File: src/cld_pkg.sv
// package for the canvas line and square drawer: constants, types and direction tables
`default_nettype none

package cld_pkg;

    localparam int ROWS_DEF = 32;
    localparam int COLS_DEF = 64;

    localparam int FUNC_W  = 2;
    localparam int COORD_W = 10;
    localparam int ANGLE_W = 10;
    localparam int SHADE_W = 3;

    localparam logic [FUNC_W-1:0] FUNC_LINE   = 2'd0;
    localparam logic [FUNC_W-1:0] FUNC_SQUARE = 2'd1;

    localparam logic [SHADE_W-1:0] SHADE_BLACK = 3'd0;
    localparam logic [SHADE_W-1:0] SHADE_WHITE = 3'd4;

    localparam int ANG_FULL = 360;
    localparam int ANG_STEP = 45;
    localparam int DIR_CNT  = 8;

    typedef struct packed {
        logic                 dir_ok;   // multiple of 45, nonzero length, draw command
        logic                 square;   // fill a block rather than a run
        logic [COORD_W-1:0]   n;        // pixels per side, 0..512
        logic signed [1:0]    dr;
        logic signed [1:0]    dc;
    } t_plan;

    function automatic logic signed [1:0] step_row(input logic [2:0] k);
        logic signed [1:0] s;
        case (k)
            3'd0, 3'd1, 3'd7: s = -2'sd1;
            3'd3, 3'd4, 3'd5: s = 2'sd1;
            default:          s = 2'sd0;
        endcase
        return s;
    endfunction

    function automatic logic signed [1:0] step_col(input logic [2:0] k);
        logic signed [1:0] s;
        case (k)
            3'd1, 3'd2, 3'd3: s = 2'sd1;
            3'd5, 3'd6, 3'd7: s = -2'sd1;
            default:          s = 2'sd0;
        endcase
        return s;
    endfunction

endpackage

`default_nettype wire

File: src/cld_plan.sv
// command decode: angle reduction, direction selection and length magnitude
`default_nettype none

module cld_plan (
    input  wire logic [cld_pkg::FUNC_W-1:0]  i_func,
    input  wire logic [cld_pkg::COORD_W-1:0] i_run_length,
    input  wire logic [cld_pkg::ANGLE_W-1:0] i_angle_deg,
    output cld_pkg::t_plan                   o_plan
);

    logic [8:0]                   ang_red;
    logic                         ang_hit;
    logic [2:0]                   k_raw;
    logic [2:0]                   k_dir;
    logic                         neg;
    logic [cld_pkg::COORD_W-1:0]  mag;
    logic                         is_draw;

    // angle below 1024 needs at most two subtractions of a full turn
    always_comb begin
        if (i_angle_deg >= 10'(2 * cld_pkg::ANG_FULL)) begin
            ang_red = 9'(i_angle_deg - 10'(2 * cld_pkg::ANG_FULL));
        end else if (i_angle_deg >= 10'(cld_pkg::ANG_FULL)) begin
            ang_red = 9'(i_angle_deg - 10'(cld_pkg::ANG_FULL));
        end else begin
            ang_red = i_angle_deg[8:0];
        end
    end

    always_comb begin
        ang_hit = 1'b0;
        k_raw   = 3'd0;
        for (int m = 0; m < cld_pkg::DIR_CNT; m++) begin
            if (ang_red == 9'(m * cld_pkg::ANG_STEP)) begin
                ang_hit = 1'b1;
                k_raw   = 3'(m);
            end
        end
    end

    assign neg     = i_run_length[cld_pkg::COORD_W-1];
    // magnitude of the most negative length still fits as unsigned
    assign mag     = neg ? (~i_run_length + 10'd1) : i_run_length;
    assign k_dir   = neg ? (k_raw + 3'd4) : k_raw;
    assign is_draw = (i_func == cld_pkg::FUNC_LINE) || (i_func == cld_pkg::FUNC_SQUARE);

    always_comb begin
        o_plan.dir_ok = ang_hit && is_draw && (mag != '0);
        o_plan.square = (i_func == cld_pkg::FUNC_SQUARE) && k_dir[0];
        o_plan.n      = mag;
        o_plan.dr     = cld_pkg::step_row(k_dir);
        o_plan.dc     = cld_pkg::step_col(k_dir);
    end

endmodule

`default_nettype wire

File: config.mk
export PLATFORM = sky130hd
export DESIGN_NAME = cld_plan
export DESIGN_NICKNAME = d
export VERILOG_FILES = /design/src/cld_pkg.sv /design/src/cld_plan.sv
export SDC_FILE = /design/constraint.sdc
export NUM_CORES = 1
export LEC_CHECK = 0
export ABC_AREA = 1
export BUFFER_PORTS_ARGS = -buffer_cell sky130_fd_sc_hd__buf_2
export CELL_PAD_IN_SITES_DETAIL_PLACEMENT = 1
export CELL_PAD_IN_SITES_GLOBAL_PLACEMENT = 1
export CORE_MARGIN = 2
export CORE_UTILIZATION = 35
export DETAILED_ROUTE_END_ITERATION = 10
export PLACE_DENSITY = 0.94
export RECOVER_POWER = 25
export SYNTH_ARGS = -nofsm -noshare
export SYNTH_HDL_FRONTEND = slang
export SYNTH_SLANG_ARGS = --single-unit
File: constraint.sdc
create_clock -name vclk -period 2.31
set_input_delay 0.231 -clock vclk [all_inputs]
set_output_delay 0.231 -clock vclk [all_outputs]
set_load 0.01 [all_outputs]
==> load_flow_metrics.sql, run 1 <==
INSERT INTO impl_metrics (metric_group, metric, value, unit) VALUES
('outcome', 'run_status', 'stopped before the end', ''),
('outcome', 'last-stage-reached', '5_1_grt', ''),
('outcome', 'error', '[ERROR DPL-0033] detailed placement checks failed during check placement.', ''),
('synthesis', 'seq_area_frac_synth', '0', '%'),
('global_route', 'antenna_violations_before_repair', '0', ''),
('floorplanning', 'chipWidth', '63.4', 'µm'),
('placement', 'dpl.hpwl', '4260', 'µm'),
('synthesis', 'synth_top_area_share', '19.5', '%'),
('synthesis', 'syn-cell-area', '0.00123', 'mm²'),
('clock_network', 'cts_hold_buffers', '0', ''),
('timing', 'endpoint_type', 'primary output', ''),
('placement', 'place_ws', '-0.441', 'ns'),
('synthesis', 'synth_top_cells_by_area', 'sky130_fd_sc_hd__nand2_1 (19%), sky130_fd_sc_hd__nor2_1 (12%), sky130_fd_sc_hd__nand3_1 (11%)', ''),
('synthesis', 'syn_avg_cell_area', '5.18', 'µm²'),
('global_route', 'grt_start_max_net_pins', '11', ''),
('synthesis', 'yosysWarnings', '0', ''),
('timing', 'grt_repair_worst_endpoint', 'o_plan[3]', ''),
('floorplanning', 'std_cell_rows', '21', ''),
('synthesis', 'yosysUniqueCellTypes', '27', ''),
('synthesis', 'postSynthNetCount', '267', ''),
('placement', 'placement.io_buffers', '38', ''),
('floorplanning', 'io_pins', '38', ''),
('floorplanning', 'die_height', '63.4', 'µm'),
('placement', 'placedCellCount', '343', ''),
('synthesis', 'largest_area_contributor_in_the_netlist', 'sky130_fd_sc_hd__nand2_1', ''),
('placement', 'gp_congestion', '0.842', ''),
('floorplanning', 'initial_core_util', '36.7', '%'),
('synthesis', 'synth_cells', '238', '');
stage by stage:
stage	util [%]	area (µm²)
CTS	61.7	2070
detailed placement	48.7	1640
global placement	48.7	1640
floorplan	-	1230
synthesized netlist by cell type:
library cell and number:
sky130_fd_sc_hd__nor2_4 1, sky130_fd_sc_hd__nor2_1 38, sky130_fd_sc_hd__inv_2 5, sky130_fd_sc_hd__a21boi_4 1
sky130_fd_sc_hd__nand4_1 4, sky130_fd_sc_hd__a21oi_1 2, sky130_fd_sc_hd__a31oi_1 1, sky130_fd_sc_hd__buf_6 1
sky130_fd_sc_hd__o21bai_2 1, sky130_fd_sc_hd__ha_1 7, sky130_fd_sc_hd__nor2_2 5, sky130_fd_sc_hd__nand2_1 64
sky130_fd_sc_hd__nor3_2 1, sky130_fd_sc_hd__buf_4 2, sky130_fd_sc_hd__xnor2_1 3, sky130_fd_sc_hd__clkbuf_1 1
sky130_fd_sc_hd__nand2_2 14, sky130_fd_sc_hd__nand3_2 6, sky130_fd_sc_hd__xor2_1 9, sky130_fd_sc_hd__nand3_4 1
sky130_fd_sc_hd__nor3_1 3, sky130_fd_sc_hd__nand3_1 28, sky130_fd_sc_hd__o21ai_0 3, sky130_fd_sc_hd__or2_1 2
sky130_fd_sc_hd__inv_1 33, sky130_fd_sc_hd__o31ai_1 1, sky130_fd_sc_hd__nor4_1 1
cell families after synthesis:
group                      count (synthesis)  synth area share, %
AOI/OAI and AO/OA                          9                 5.58
and+or+nand+nor                          168                 64.8
xor gates and xnor gates                  12                 8.52
buffers and inverters                     42                 14.0
adders and majority gates                  7                 7.10
timing repair:
action                     4_1_cts
setup endpoints to repair        6
gates resized for setup         96
pin swaps                       47
buffers inserted                 8
gates cloned                     2
==> run 2, diff against run 1 <==
Settings changed: CELL_PAD_IN_SITES_DETAIL_PLACEMENT 1 to default, CELL_PAD_IN_SITES_GLOBAL_PLACEMENT 1 to default, CORE_AREA from default to 2 2 63 65, CORE_MARGIN 2 to default, CORE_UTILIZATION 35 to default, DIE_AREA from default to 0 0 65 67, PLACE_DENSITY 0.94 to default, PLACE_DENSITY_LB_ADDON from default to 0.15.
==> load_flow_metrics.sql, run 2 <==
INSERT INTO impl_metrics (metric_group, metric, value, unit) VALUES
('cells_and_area', 'fill_cells', '338', ''),
('synthesis', 'yosys-top-cells-count', 'sky130_fd_sc_hd__nand2_1 (64), sky130_fd_sc_hd__nor2_1 (38), sky130_fd_sc_hd__inv_1 (33)', ''),
('outcome', 'run_status', 'finished, violations left', ''),
('synthesis', 'largest_area_contributor_in_the_netlist', 'sky130_fd_sc_hd__nand2_1', ''),
('timing', 'worst_slack', '-0.138', 'ns'),
('cells_and_area', 'multi_input_area', '0.00146', 'mm²'),
('timing', 'final.period_utilization', '106', '%'),
('setup_path', 'critical_path_arrival', '2.22', 'ns'),
('timing', 'max-slew-margin-rel', '72.6', '%'),
('detailed_routing', 'routed_wl', '4360', 'µm'),
('global_route', 'antenna_violations_before_repair', '0', ''),
('synthesis', 'syn-cell-area', '0.00123', 'mm²'),
('cells_and_area', 'synthToLayoutAreaGrowth', '86.4', '%'),
('placement', 'dpl.hpwl', '2970', 'µm'),
('timing', 'fmaxAchievable', '0.409', 'GHz'),
('detailed_routing', 'wl_per_cell', '11.9', 'µm'),
('setup_path', 'timing.setup.critical_path_class', 'input port to output port', ''),
('timing', 'hold_violations', '0', ''),
('floorplanning', 'die_area', '0.00436', 'mm²'),
('global_route', 'gr-usage-all-layers', '19.6', '%'),
('global_route', 'global_route.overflow_total', '0', ''),
('global_route', 'grt_start_max_net_pins', '11', ''),
('placement', 'placement.io_buffers', '38', ''),
('global_route', 'vias_in_the_first_global_route', '1639', ''),
('synthesis', 'yosysWarnings', '0', ''),
('pwr', 'peak_supply_drop', '0.114', 'mV'),
('detailed_routing', 'detail-route-antenna-nets', '0', ''),
('synthesis', 'yosysUniqueCellTypes', '27', ''),
('pwr', 'p_per_area', '202', 'mW/mm²'),
('job', 'cap_viol_max_count', '0', ''),
('placement', 'gp_congestion', '0.806', ''),
('cells_and_area', 'drive_above_1_share', '56.4', '%'),
('synthesis', 'syn_avg_cell_area', '5.18', 'µm²'),
('cells_and_area', 'seq_area', '0', 'µm²'),
('detailed_routing', 'post_drt_via_cell_ratio', '4.75', ''),
('cells_and_area', 'clockBufferCount', '0', ''),
('outcome', 'violations', 'setup timing', ''),
('synthesis', 'synth.most_common_cell', 'sky130_fd_sc_hd__nand2_1', ''),
('timing', 'grt_setup_unrepaired', 'true', ''),
('setup_path', 'worstPathMaxFanout', '5', ''),
('timing', 'tightest_slew', '0.411', 'ns'),
('cells_and_area', 'mostFrequentLayoutCells', 'sky130_fd_sc_hd__nand2_1 (38), sky130_fd_sc_hd__buf_4 (37), sky130_fd_sc_hd__buf_2 (33)', ''),
('timing', 'report.final.slew_viol_count', '0', ''),
('cells_and_area', 'layout.core_utilization', '63.8', '%'),
('floorplanning', 'die_height', '67', 'µm'),
('floorplanning', 'io_pins', '38', ''),
('min_path', 'min_path_type', 'input port to output port', ''),
('floorplanning', 'design.core.area', '0.00361', 'mm²'),
('setup_path', 'end_kind', 'output port', ''),
('synthesis', 'synth_cells', '238', ''),
('synthesis', 'postSynthNetCount', '267', ''),
('setup_path', 'crit_path_start_kind', 'input port', ''),
('floorplanning', 'chipWidth', '65', 'µm'),
('synthesis', 'synth_top_cells_by_area', 'sky130_fd_sc_hd__nand2_1 (19%), sky130_fd_sc_hd__nor2_1 (12%), sky130_fd_sc_hd__nand3_1 (11%)', ''),
('setup_path', 'timing.critical_path.required', '2.08', 'ns'),
('synthesis', 'seq_area_frac_synth', '0', '%'),
('clock_network', 'cts_hold_buffers', '0', ''),
('detailed_routing', 'total_vias_in_the_final_route', '1743', ''),
('cells_and_area', 'final_nets', '350', ''),
('detailed_routing', 'detail_route.drc_violations', '0', ''),
('detailed_routing', 'drt-initial-drc-count', '54', ''),
('timing', 'setup_viol_count_final', '6', ''),
('detailed_routing', 'dr.pass1.iters', '4', ''),
('floorplanning', 'initial_core_util', '34.2', '%'),
('cells_and_area', 'flops_and_latches', '0', ''),
('global_route', 'grt_first_pass_wirelength', '6990', 'µm'),
('cells_and_area', 'layout.cells.most_common', 'sky130_fd_sc_hd__nand2_1', ''),
('cells_and_area', 'insertedDiodeCount', '0', ''),
('timing', 'final.setup.tns', '-0.481', 'ns'),
('pwr', 'power.static_leakage', '1.19', 'nW'),
('synthesis', 'synth_top_area_share', '19.5', '%'),
('timing', 'min_period', '2.45', 'ns'),
('floorplanning', 'std_cell_rows', '22', '');
run 2: cell counts after synthesis:
Identical to the previous run, type by type.
run 2: metal layers:
layer | GRT usage, % | part of all wire [%] | up-vias
li1 | - | - | 909
met1 | 25.6 | 46 | 793
met2 | 36.3 | 50 | 33
met3 | 1.18 | 3.3 | 8
met4 | 1.86 | 1.2 | 0
met5 | 0 | 0 | -
run 2: worst max-delay path, stage by stage:
cell and delay, ns:
sky130_fd_sc_hd__buf_12 0.12, sky130_fd_sc_hd__buf_6 0.11, sky130_fd_sc_hd__ha_4 0.15, sky130_fd_sc_hd__inv_4 0.06
sky130_fd_sc_hd__nand2_4 0.06, sky130_fd_sc_hd__nand3_4 0.10, sky130_fd_sc_hd__buf_6 0.11, sky130_fd_sc_hd__nand3_4 0.12
sky130_fd_sc_hd__nand2_4 0.12, sky130_fd_sc_hd__buf_6 0.10, sky130_fd_sc_hd__nand2_2 0.04, sky130_fd_sc_hd__nand2_2 0.07
sky130_fd_sc_hd__nand2_1 0.06, sky130_fd_sc_hd__nand2_1 0.08, sky130_fd_sc_hd__nor2_2 0.03, sky130_fd_sc_hd__nand2_1 0.06
sky130_fd_sc_hd__nand2_2 0.08, sky130_fd_sc_hd__inv_2 0.08, sky130_fd_sc_hd__nand3_4 0.08, sky130_fd_sc_hd__nand2_4 0.08
sky130_fd_sc_hd__nand2_1 0.05, sky130_fd_sc_hd__nand2_1 0.05, sky130_fd_sc_hd__nand2_1 0.05, sky130_fd_sc_hd__buf_2 0.13
run 2: what timing repair did:
action	in CTS	in global routing
setup buffers	13	3
pin swaps	45	37
resized for setup	93	35
endpoints found under the setup margin	6	6
cloned	2	0
run 2: cells by family (layout without fill, tap and decap cells):
family	Yosys count	in the layout	synth area share, %
AOI/OAI and AO/OA	9	9	5.58
xor gates and xnor gates	12	12	8.52
adders and majority gates	7	7	7.10
buffers and inverters	42	121	14.0
and+or+nand+nor	168	170	64.8
run 2: layout make-up:
| cell class | instances | share of cell area, % |
|---|---|---|
| Timing Repair Buffer | 83 | 26.1 |
| Multi-Input combinational cell | 198 | 63.7 |
| Tap cell | 48 | 2.61 |
| Inverter | 38 | 7.62 |
run 2: worst paths after layout:
kind / from / endpoint / slack, ns / cells past startpoint
worst max-delay path: i_angle_deg[4] / o_plan[3] / -0.14 / 24
worst min-delay path: i_run_length[0] / o_plan[4] / 0.70 / 2
run 2: metrics by stage:
step	hold slack (ns)	cell area [µm²]	power [mW]	setup WS, ns	instances
2_1_floorplan	0.553	1230	0.195	0.178	238
3_3_place_gp	0.698	1680	0.311	-0.278	350
3_5_place_dp	0.698	1680	0.311	-0.314	350
4_1_cts	0.699	2150	0.415	-0.0968	365
5_1_grt	0.710	2300	0.505	-0.304	367
6_report	0.701	2300	0.464	-0.138	367
run 2: where the power goes:
part | switching (mW) | internal [mW] | total [mW] | leakage, nW
Sequential | 0 | 0 | 0 | 0
Combinational | 0.266 | 0.198 | 0.464 | 1.19
Clock | 0 | 0 | 0 | 0
Total | 0.266 | 0.198 | 0.464 | 1.19
No activity file was read; power rests on OpenSTA's default activity.
